--- src/design/rte_pkg.sv ---
// ---------------------------------------------------------------------------
// rte_pkg: shared types and constants of the region table engine
// Opcodes, status codes, the slot entry layout and the ring control group.
// ---------------------------------------------------------------------------
package rte_pkg;

    localparam int SLOTS_DEF       = 64;
    localparam int PLACE_TRIES_DEF = 64;

    localparam logic [20:0] SPACE_PAGES = 21'h100000;
    localparam logic [19:0] PLACE_RESET = 20'h60000;

    localparam logic [2:0] OP_CLEAR = 3'd0;
    localparam logic [2:0] OP_QUERY = 3'd1;
    localparam logic [2:0] OP_ADD   = 3'd2;
    localparam logic [2:0] OP_CUT   = 3'd3;
    localparam logic [2:0] OP_PROT  = 3'd4;
    localparam logic [2:0] OP_PLACE = 3'd5;

    localparam logic [1:0] ST_OK    = 2'd0;
    localparam logic [1:0] ST_FULL  = 2'd1;
    localparam logic [1:0] ST_NOFIT = 2'd2;

    typedef struct packed {
        logic [19:0] start_pg;
        logic [20:0] end_pg;
        logic [2:0]  prot;
        logic [7:0]  flags;
    } region_t;

    typedef struct packed {
        logic    used;
        region_t rg;
    } entry_t;

    typedef struct packed {
        logic shift;
        logic clear;
        logic wr_en;
    } ring_ctl_t;

endpackage

--- src/design/rte_ctrl.sv ---
// ---------------------------------------------------------------------------
// rte_ctrl: sequencer of the region table engine
// Walks the ring head one slot per shift, splits regions, inserts into the
// lowest free slot, runs placement tries and drives the handshakes.
// ---------------------------------------------------------------------------
module rte_ctrl
    import rte_pkg::*;
#(
    parameter int SLOTS       = SLOTS_DEF,
    parameter int PLACE_TRIES = PLACE_TRIES_DEF,
    localparam int IW         = $clog2(SLOTS),
    localparam int TW         = $clog2(PLACE_TRIES + 1)
)
(
    input  logic             clk,
    input  logic             rst_n,
    input  logic             in_valid,
    output logic             in_stall,
    input  logic [2:0]       opcode,
    input  logic [19:0]      start_page,
    input  logic [20:0]      end_page,
    input  logic [20:0]      length_pages,
    input  logic [2:0]       prot,
    input  logic [7:0]       region_flags,
    output logic             out_valid,
    input  logic             out_stall,
    output logic [1:0]       status,
    output logic             overlap,
    output logic [19:0]      placed_page,
    input  logic             cfg_valid,
    output logic             cfg_ready,
    input  logic [19:0]      cfg_data,
    input  entry_t           head,
    input  logic [SLOTS-1:0] used_vec,
    output ring_ctl_t        ring,
    output logic [IW-1:0]    wr_idx,
    output entry_t           wr_data,
    output entry_t           tail_data
);

    typedef enum logic [3:0] {
        S_IDLE, S_EXEC, S_SCAN, S_INS1, S_INS2, S_PCHK, S_PDEC, S_PINS, S_DONE
    } state_t;

    state_t         state_reg;
    logic [2:0]     op_reg;
    logic [20:0]    a_reg;
    logic [20:0]    b_reg;
    logic [20:0]    len_reg;
    logic [2:0]     pr_reg;
    logic [7:0]     fl_reg;
    logic [IW-1:0]  i_reg;
    logic [TW-1:0]  tries_reg;
    logic           hit_reg;
    logic           two_reg;
    entry_t         p1_reg;
    entry_t         p2_reg;
    entry_t         p1_next;
    entry_t         p2_next;
    logic [20:0]    nfp_reg;
    logic [19:0]    base_reg;
    logic [1:0]     res_status_reg;
    logic           res_ovl_reg;
    logic [19:0]    res_placed_reg;
    logic           out_valid_reg;
    logic [1:0]     status_reg;
    logic           overlap_reg;
    logic [19:0]    placed_reg;

    logic           free_lo_found;
    logic           free_hi_found;
    logic [IW-1:0]  free_lo_idx;
    logic [IW-1:0]  free_hi_idx;
    logic [IW-1:0]  ins_idx;
    logic [20:0]    vs;
    logic [20:0]    ve;
    logic           hd_hit;
    logic           full_cov;
    logic           mid;
    logic           left;
    logic           last_slot;
    logic           split_op;
    logic           in_place;
    entry_t         new_entry;

    // lowest free slot: slots below the head sit at the top of the ring
    always_comb
    begin
        free_lo_found = 1'b0;
        free_hi_found = 1'b0;
        free_lo_idx   = '0;
        free_hi_idx   = '0;
        for (int p = SLOTS - 1; p >= 0; p--)
        begin
            if (!used_vec[p])
            begin
                free_lo_found = 1'b1;
                free_lo_idx   = IW'(p);
                if ((p + int'(i_reg)) >= SLOTS)
                begin
                    free_hi_found = 1'b1;
                    free_hi_idx   = IW'(p);
                end
            end
        end
    end

    assign ins_idx = free_hi_found ? free_hi_idx : free_lo_idx;

    assign vs        = {1'b0, head.rg.start_pg};
    assign ve        = head.rg.end_pg;
    assign hd_hit    = head.used && !(b_reg <= vs || a_reg >= ve);
    assign full_cov  = (a_reg <= vs) && (b_reg >= ve);
    assign mid       = (a_reg > vs) && (b_reg < ve);
    assign left      = (a_reg <= vs);
    assign last_slot = (i_reg == IW'(SLOTS - 1));
    assign split_op  = (op_reg == OP_CUT) || (op_reg == OP_PROT);
    assign in_place  = split_op && hd_hit && !full_cov && ((op_reg == OP_PROT) || mid);

    assign new_entry = '{used: 1'b1,
                         rg: '{start_pg: a_reg[19:0], end_pg: b_reg,
                               prot: pr_reg, flags: fl_reg}};

    // pieces split off the head region
    always_comb
    begin
        p1_next = head;
        p2_next = head;
        if (op_reg == OP_CUT)
        begin
            p1_next.rg.start_pg = b_reg[19:0];
        end
        else if (mid)
        begin
            p1_next.rg.start_pg = a_reg[19:0];
            p1_next.rg.end_pg   = b_reg;
            p1_next.rg.prot     = pr_reg;
            p2_next.rg.start_pg = b_reg[19:0];
        end
        else if (left)
        begin
            p1_next.rg.end_pg = b_reg;
            p1_next.rg.prot   = pr_reg;
        end
        else
        begin
            p1_next.rg.start_pg = a_reg[19:0];
            p1_next.rg.prot     = pr_reg;
        end
    end

    always_comb
    begin
        ring      = '0;
        wr_idx    = '0;
        wr_data   = head;
        tail_data = head;
        unique case (state_reg)
            S_EXEC:
            begin
                if (op_reg == OP_CLEAR)
                begin
                    ring.clear = 1'b1;
                end
                if (op_reg == OP_ADD && b_reg <= SPACE_PAGES && free_lo_found)
                begin
                    ring.wr_en = 1'b1;
                    wr_idx     = ins_idx;
                    wr_data    = new_entry;
                end
            end
            S_SCAN:
            begin
                if (in_place)
                begin
                    // trim the head where it stands, pieces follow
                    ring.wr_en = 1'b1;
                    wr_idx     = '0;
                    if (left)
                    begin
                        wr_data.rg.start_pg = b_reg[19:0];
                    end
                    else
                    begin
                        wr_data.rg.end_pg = a_reg;
                    end
                end
                else
                begin
                    ring.shift = 1'b1;
                    if (split_op && hd_hit)
                    begin
                        if (full_cov)
                        begin
                            if (op_reg == OP_CUT)
                            begin
                                tail_data.used = 1'b0;
                            end
                            else
                            begin
                                tail_data.rg.prot = pr_reg;
                            end
                        end
                        else if (left)
                        begin
                            tail_data.rg.start_pg = b_reg[19:0];
                        end
                        else
                        begin
                            tail_data.rg.end_pg = a_reg;
                        end
                    end
                end
            end
            S_INS1:
            begin
                ring.shift = !two_reg;
                wr_data    = p1_reg;
                if (free_lo_found)
                begin
                    ring.wr_en = 1'b1;
                    wr_idx     = two_reg ? ins_idx : ins_idx - IW'(1);
                end
            end
            S_INS2:
            begin
                ring.shift = 1'b1;
                wr_data    = p2_reg;
                if (free_lo_found)
                begin
                    ring.wr_en = 1'b1;
                    wr_idx     = ins_idx - IW'(1);
                end
            end
            S_PINS:
            begin
                if (free_lo_found)
                begin
                    ring.wr_en = 1'b1;
                    wr_idx     = ins_idx;
                    wr_data    = new_entry;
                end
            end
            default:
            begin
            end
        endcase
    end

    always_ff @(posedge clk or negedge rst_n)
    begin
        if (!rst_n)
        begin
            state_reg      <= S_IDLE;
            i_reg          <= '0;
            tries_reg      <= '0;
            hit_reg        <= 1'b0;
            two_reg        <= 1'b0;
            nfp_reg        <= {1'b0, PLACE_RESET};
            base_reg       <= PLACE_RESET;
            out_valid_reg  <= 1'b0;
            op_reg         <= OP_CLEAR;
            res_status_reg <= ST_OK;
            res_ovl_reg    <= 1'b0;
            res_placed_reg <= '0;
        end
        else
        begin
            if (cfg_valid)
            begin
                base_reg <= cfg_data;
            end
            if (out_valid_reg && !out_stall && state_reg != S_DONE)
            begin
                out_valid_reg <= 1'b0;
            end
            unique case (state_reg)
                S_IDLE:
                begin
                    if (in_valid)
                    begin
                        op_reg         <= opcode;
                        a_reg          <= (opcode == OP_PLACE) ? nfp_reg : {1'b0, start_page};
                        b_reg          <= end_page;
                        len_reg        <= length_pages;
                        pr_reg         <= prot;
                        fl_reg         <= region_flags;
                        res_status_reg <= ST_OK;
                        res_ovl_reg    <= 1'b0;
                        res_placed_reg <= '0;
                        i_reg          <= '0;
                        hit_reg        <= 1'b0;
                        tries_reg      <= '0;
                        state_reg      <= S_EXEC;
                    end
                end
                S_EXEC:
                begin
                    state_reg <= S_DONE;
                    case (op_reg) inside
                        OP_CLEAR:
                        begin
                            nfp_reg <= {1'b0, base_reg};
                        end
                        OP_QUERY, OP_CUT, OP_PROT:
                        begin
                            state_reg <= S_SCAN;
                        end
                        OP_ADD:
                        begin
                            if (b_reg > SPACE_PAGES)
                            begin
                                res_status_reg <= ST_NOFIT;
                            end
                            else if (!free_lo_found)
                            begin
                                res_status_reg <= ST_FULL;
                            end
                        end
                        OP_PLACE:
                        begin
                            if (len_reg == '0)
                            begin
                                res_status_reg <= ST_NOFIT;
                            end
                            else
                            begin
                                state_reg <= S_PCHK;
                            end
                        end
                        default:
                        begin
                        end
                    endcase
                end
                S_SCAN:
                begin
                    if (in_place)
                    begin
                        two_reg   <= (op_reg == OP_PROT) && mid;
                        p1_reg    <= p1_next;
                        p2_reg    <= p2_next;
                        state_reg <= S_INS1;
                    end
                    else
                    begin
                        hit_reg <= hit_reg | hd_hit;
                        i_reg   <= last_slot ? '0 : i_reg + IW'(1);
                        if (last_slot)
                        begin
                            res_ovl_reg <= (op_reg == OP_QUERY) && (hit_reg | hd_hit);
                            state_reg   <= (op_reg == OP_PLACE) ? S_PDEC : S_DONE;
                        end
                    end
                end
                S_INS1:
                begin
                    if (two_reg)
                    begin
                        state_reg <= S_INS2;
                    end
                    else
                    begin
                        i_reg     <= last_slot ? '0 : i_reg + IW'(1);
                        state_reg <= last_slot ? S_DONE : S_SCAN;
                    end
                end
                S_INS2:
                begin
                    i_reg     <= last_slot ? '0 : i_reg + IW'(1);
                    state_reg <= last_slot ? S_DONE : S_SCAN;
                end
                S_PCHK:
                begin
                    if (a_reg > SPACE_PAGES || len_reg > SPACE_PAGES - a_reg)
                    begin
                        res_status_reg <= ST_NOFIT;
                        state_reg      <= S_DONE;
                    end
                    else
                    begin
                        b_reg     <= a_reg + len_reg;
                        i_reg     <= '0;
                        hit_reg   <= 1'b0;
                        state_reg <= S_SCAN;
                    end
                end
                S_PDEC:
                begin
                    if (!hit_reg)
                    begin
                        if (b_reg > nfp_reg)
                        begin
                            nfp_reg <= b_reg;
                        end
                        state_reg <= S_PINS;
                    end
                    else if (tries_reg >= TW'(PLACE_TRIES))
                    begin
                        res_status_reg <= ST_NOFIT;
                        state_reg      <= S_DONE;
                    end
                    else
                    begin
                        tries_reg <= tries_reg + TW'(1);
                        a_reg     <= a_reg + len_reg;
                        state_reg <= S_PCHK;
                    end
                end
                S_PINS:
                begin
                    if (free_lo_found)
                    begin
                        res_placed_reg <= a_reg[19:0];
                    end
                    else
                    begin
                        res_status_reg <= ST_FULL;
                    end
                    state_reg <= S_DONE;
                end
                S_DONE:
                begin
                    // hold the result until the output register frees up
                    if (!out_valid_reg || !out_stall)
                    begin
                        out_valid_reg <= 1'b1;
                        state_reg     <= S_IDLE;
                    end
                end
                default:
                begin
                    state_reg <= S_IDLE;
                end
            endcase
        end
    end

    always_ff @(posedge clk)
    begin
        if (state_reg == S_DONE && (!out_valid_reg || !out_stall))
        begin
            status_reg  <= res_status_reg;
            overlap_reg <= res_ovl_reg;
            placed_reg  <= res_placed_reg;
        end
    end

    assign in_stall    = (state_reg != S_IDLE);
    assign cfg_ready   = 1'b1;
    assign out_valid   = out_valid_reg;
    assign status      = status_reg;
    assign overlap     = overlap_reg;
    assign placed_page = placed_reg;

    a_tail_free: assert property (@(posedge clk) disable iff (!rst_n)
        (ring.wr_en && ring.shift) |-> (wr_idx != IW'(SLOTS - 1)))
        else $error("insert collides with the ring tail");

    a_aligned: assert property (@(posedge clk) disable iff (!rst_n)
        (state_reg == S_DONE || state_reg == S_PDEC) |-> (i_reg == '0))
        else $error("ring not realigned after a pass");

    a_place_range: assert property (@(posedge clk) disable iff (!rst_n)
        (state_reg == S_PINS) |-> (b_reg <= SPACE_PAGES && b_reg > a_reg))
        else $error("placed range leaves the address space");

    a_result_src: assert property (@(posedge clk) disable iff (!rst_n)
        $rose(out_valid_reg) |-> ($past(state_reg) == S_DONE))
        else $error("result raised outside completion");

endmodule

--- config.mk ---
export PLATFORM = sky130hd
export DESIGN_NAME = rte_ctrl
export DESIGN_NICKNAME = d
export VERILOG_FILES = /design/src/design/rte_pkg.sv /design/src/design/rte_ctrl.sv
export SDC_FILE = /design/constraint.sdc
export NUM_CORES = 1
export LEC_CHECK = 0
export ABC_AREA = 1
export BUFFER_PORTS_ARGS = -buffer_cell sky130_fd_sc_hd__buf_2
export CORE_UTILIZATION = 52
export DETAILED_ROUTE_END_ITERATION = 12
export PLACE_DENSITY = 0.81
export SYNTH_ARGS = -nofsm -noshare
export SYNTH_HDL_FRONTEND = slang
export SYNTH_SLANG_ARGS = --single-unit
--- constraint.sdc ---
create_clock -name clk -period 7.7 [get_ports clk]
set_input_delay 0.385 -clock clk [delete_from_list [all_inputs] [get_ports clk]]
set_output_delay 0.385 -clock clk [all_outputs]
set_load 0.02 [all_outputs]
==> summary.md <==
| Metric | Value |
|---|---|
| Status | `finished clean` |
| Prevailing post-synth register cell | `edfxtp_1` |
| Initial DRC count | `3,597` |
| Mapped Avg Cell Area | `between 7 and 8 um2` |
| Max Used Layer | `met5` |
| Synth Area in XOR/XNOR | `under 10%` |
| Post-Syn Instances | `approximately 2.7k` |
| # H-tree levels | `1` |
| Combinational power share | `roughly 51%` |
| Mapped Area | `~21,000 um2` |
| Leak pwr | `between 0.01 and 0.015 uW` |
| Most used cell, CP | `nand2_1` |
| CTS tree | `done` |
| CP Class | `reg -> out` |
| Fraction of layout cells with a size suffix above 1 | `approximately 16%` |
| Worst VDD drop | `approximately 0.26 mV` |
| Gpl congestion | `1.18` |
| Post-route minimum period | `about 6800 ps` |
| Startpoint Class | `flip-flop` |
| Total track usage | `a little over two fifths` |
| Cell Pwr Density | `about 310 nW/um2` |
| Cell Rows | `73` |
| Sequential Area | `roughly 8000 um2` |
| Worst path arrival time | `approximately 6400 ps` |
| M1 wire length | `approximately 37,000 um` |
| Part of the Yosys area used for sequential elements | `between 30% and 40%` |
| Worst-path fanout max | `10` |
| P_int | `approximately 3900 uW` |
| Sequential power share | `29.4%` |
| Setup TNS | `0 ps` |
| Hold Crit Class | `in -> reg` |
| Vias per inst | `~6.4` |
| Sw Ratio | `between 40% and 50%` |
| Fin area | `about 25,000 um2` |
| Die Wd | `between 200 and 250 um` |
| Clk pwr share | `between 10% and 20%` |
| Largest net degree at the start of global routing | `84` |
| Main combinational cell family by area after synthesis | `simple AND/OR/NAND/NOR gates` |
| First-pass GRT wire length | `133,000 um` |
| Max Cap Viol | `0` |
| Synth async-reset ratio | `around 31%` |
| Filler cell count | `about 3.5k` |
| PortBufs | `approximately 360` |
| CP required | `roughly 7300 ps` |
| Count of cell types in the netlist | `67` |
| Synthesized Nets | `a little over 3k` |
| Post-DP HPWL | `~71,000 um` |
| Vias | `around 23k` |
| NetSw | `3690 uW` |
| Post-DP Area | `between 20,000 and 25,000 um2` |
| GRT overflow | `0` |
| Vias in the first global route | `around 21k` |
| Die area | `roughly 40,000 um2` |
| CTS buffer count | `31` |
| Proportion of synthesized area in mux cells | `between 1.5 and 2%` |
| Multi-input combinational cell area | `roughly 11,000 um2` |
| Area growth, synth to finish | `17.2%` |
| CP Capture Type | `output port` |
| Count of warnings emitted by yosys | `0` |
| Clock Path Buffers | `3` |
| Slew Viols, Final | `0` |
| Nets | `approximately 3.4k` |
| Clk_lat worst skew | `slightly below 600 ps` |
| Synth Register Bits | `approximately 280` |
| Mean routed wirelength per cell | `approximately 26 um` |
| Met2 WL | `roughly 37,000 um` |
| Worst relative slew slack | `9.27%` |
| Fin. Hold Viols | `0` |
| Drt drc | `0` |
| RSZ-0062 raised after global routing | `false` |
| Met3 wire length | `14,600 um` |
| Fmax | `roughly 0.15 GHz` |
| Number of flip-flops in the largest register | `53` |
| Total wire length | `92,900 um` |
| Final worst path period share | `88.1%` |
| Post-DRT Antenna Nets | `0` |
| Starting density of the core | `52.7%` |
| Die Span Y | `203 um` |
| Post-Synth Simple-Gate Area | `~22%` |
| Skew final | `~22 ps` |
| Adder-cell share of the synthesized area | `9.42%` |
| Boundary Pins | `359` |
| CTS root buf | `clkbuf_16` |
| Initial antenna violation count | `5` |
| Slowest-stage cell, CP | `dfrtp_1` |
| Clk sinks | `281` |
| Post-synth EDFFs | `194` |
| Worst Tran Pin Value | `1360 ps` |
| Clk pin slew, worst setup/hold paths | `around 60 ps` |
| Setup bufs post-CTS | `0` |
| Hold Slack | `7.83 ps` |
| Setup violators final | `0` |
| Compound-cell area share of the yosys netlist | `between 15 and 20%` |
| Pre-antenna DRT Iters | `6` |
| Core ar. | `between 30,000 and 40,000 um2` |
| Slowest Stage Delay on Critical Path | `510 ps` |
-- metal layers --
| layer | vias to the layer above | track usage (%) |
|---|---|---|
| met5 | - | 0 |
| met4 | 4 | 17.3 |
| met3 | 316 | 14.0 |
| met2 | 2003 | 61.5 |
| met1 | 10793 | 62.3 |
| li1 | 10142 | - |
-- kinds of logic after synthesis --
| logic type | after synthesis |
|---|---|
| AOI/OAI and AO/OA | 683 |
| buffers and inverters | 436 |
| adders and majority gates | 157 |
| DFF | 281 |
| muxes | 35 |
| xor gates and xnor gates | 33 |
| other | 1 |
| and+or+nand+nor | 1092 |
-- power groups by stage --
stage,logic [uW],clock network [uW],registers (uW)
4_1_cts,3760,1470,2210
3_5_place_dp,3720,0,2240
5_1_grt,4170,1540,2240
2_1_floorplan,2410,0,2110
3_3_place_gp,3640,0,2230
6_report,3910,1480,2240
-- worst max-delay path: cells and delay by family, from the launching register on --
family,cells,cell delay (ps)
AOI/OAI and AO/OA,2,410
and+or+nand+nor,64,3790
buffers and inverters,4,670
DFF,1,510
adders and majority gates,2,460
-- cells in the mapped netlist (all sizes together) (42+ instances only) --
| library cell | instances | share of area, % |
|---|---|---|
| a21oi | 168 | 4.0 |
| clkbuf | 83 | 1.5 |
| dfrtp | 83 | 9.9 |
| edfxtp | 194 | 28 |
| ha | 156 | 9.3 |
| inv | 331 | 5.9 |
| nand2 | 604 | 11 |
| nand3 | 68 | 1.7 |
| nand4 | 42 | 1.3 |
| nor2 | 293 | 5.3 |
| nor3 | 46 | 1.1 |
| o211ai | 43 | 1.5 |
| o21ai | 281 | 6.7 |
-- final timing paths --
check,startpoint,depth (start not counted),to,slack [ps]
max,i_reg[3],72,wr_idx[4],920
min,head[5],1,p2_reg[5],8
max reg2reg,a_reg[2],24,i_reg[5],1680
min reg2reg,res_placed_reg[6],0,placed_page[6],440
max in group asynchronous,rst_n,3,nfp_reg[12],6170
min in group asynchronous,rst_n,2,res_placed_reg[17],260
-- final cells by class --
| class | instances | share of cell area, % |
|---|---|---|
| clock inverters | 16 | 0.566 |
| well taps | 525 | 2.68 |
| diodes | 2 | 0.0204 |
| multi-input cells | 2001 | 46.0 |
| clock buffers | 40 | 3.46 |
| repair buffers | 420 | 9.56 |
| flip-flops and latches | 281 | 32.6 |
| inverters | 332 | 5.07 |
-- what timing repair did --
item | 4_1_cts | 5_1_grt
hold endpoints to repair | 52 | 0
hold buffers | 34 | 0
gates resized for setup | 0 | 0
-- placed cells by master, fill, tap and decap left out, drive strengths merged, types with 6 or more instances in the layout --
cell,n
a2111oi,13
a211oi,13
a21oi,168
a221oi,14
a22o,12
a22oi,23
a31oi,14
buf,386
clkbuf,40
clkinv,12
dfrtp,83
dlygate4sd3,34
edfxtp,194
ha,156
inv,331
mux2,20
mux2i,15
nand2,604
nand3,68
nand4,42
nor2,293
nor3,46
nor4,26
o2111ai,28
o211ai,43
o21ai,281
o21bai,7
o221ai,7
o22ai,33
xnor2,6
xor2,27
-- metrics by stage --
step / util [%] / power [uW] / std cells / worst slack, ps
2_1_floorplan: - / 4520 / 2718 / 1080
3_3_place_gp: 58.4 / 5870 / 3525 / 1600
3_5_place_dp: 58.4 / 5960 / 3525 / 1620
4_1_cts: 61.8 / 7450 / 3615 / 973
5_1_grt: 61.8 / 7950 / 3615 / 138
6_report: 61.8 / 7630 / 3617 / 915
(Power assumes the default switching activity.)
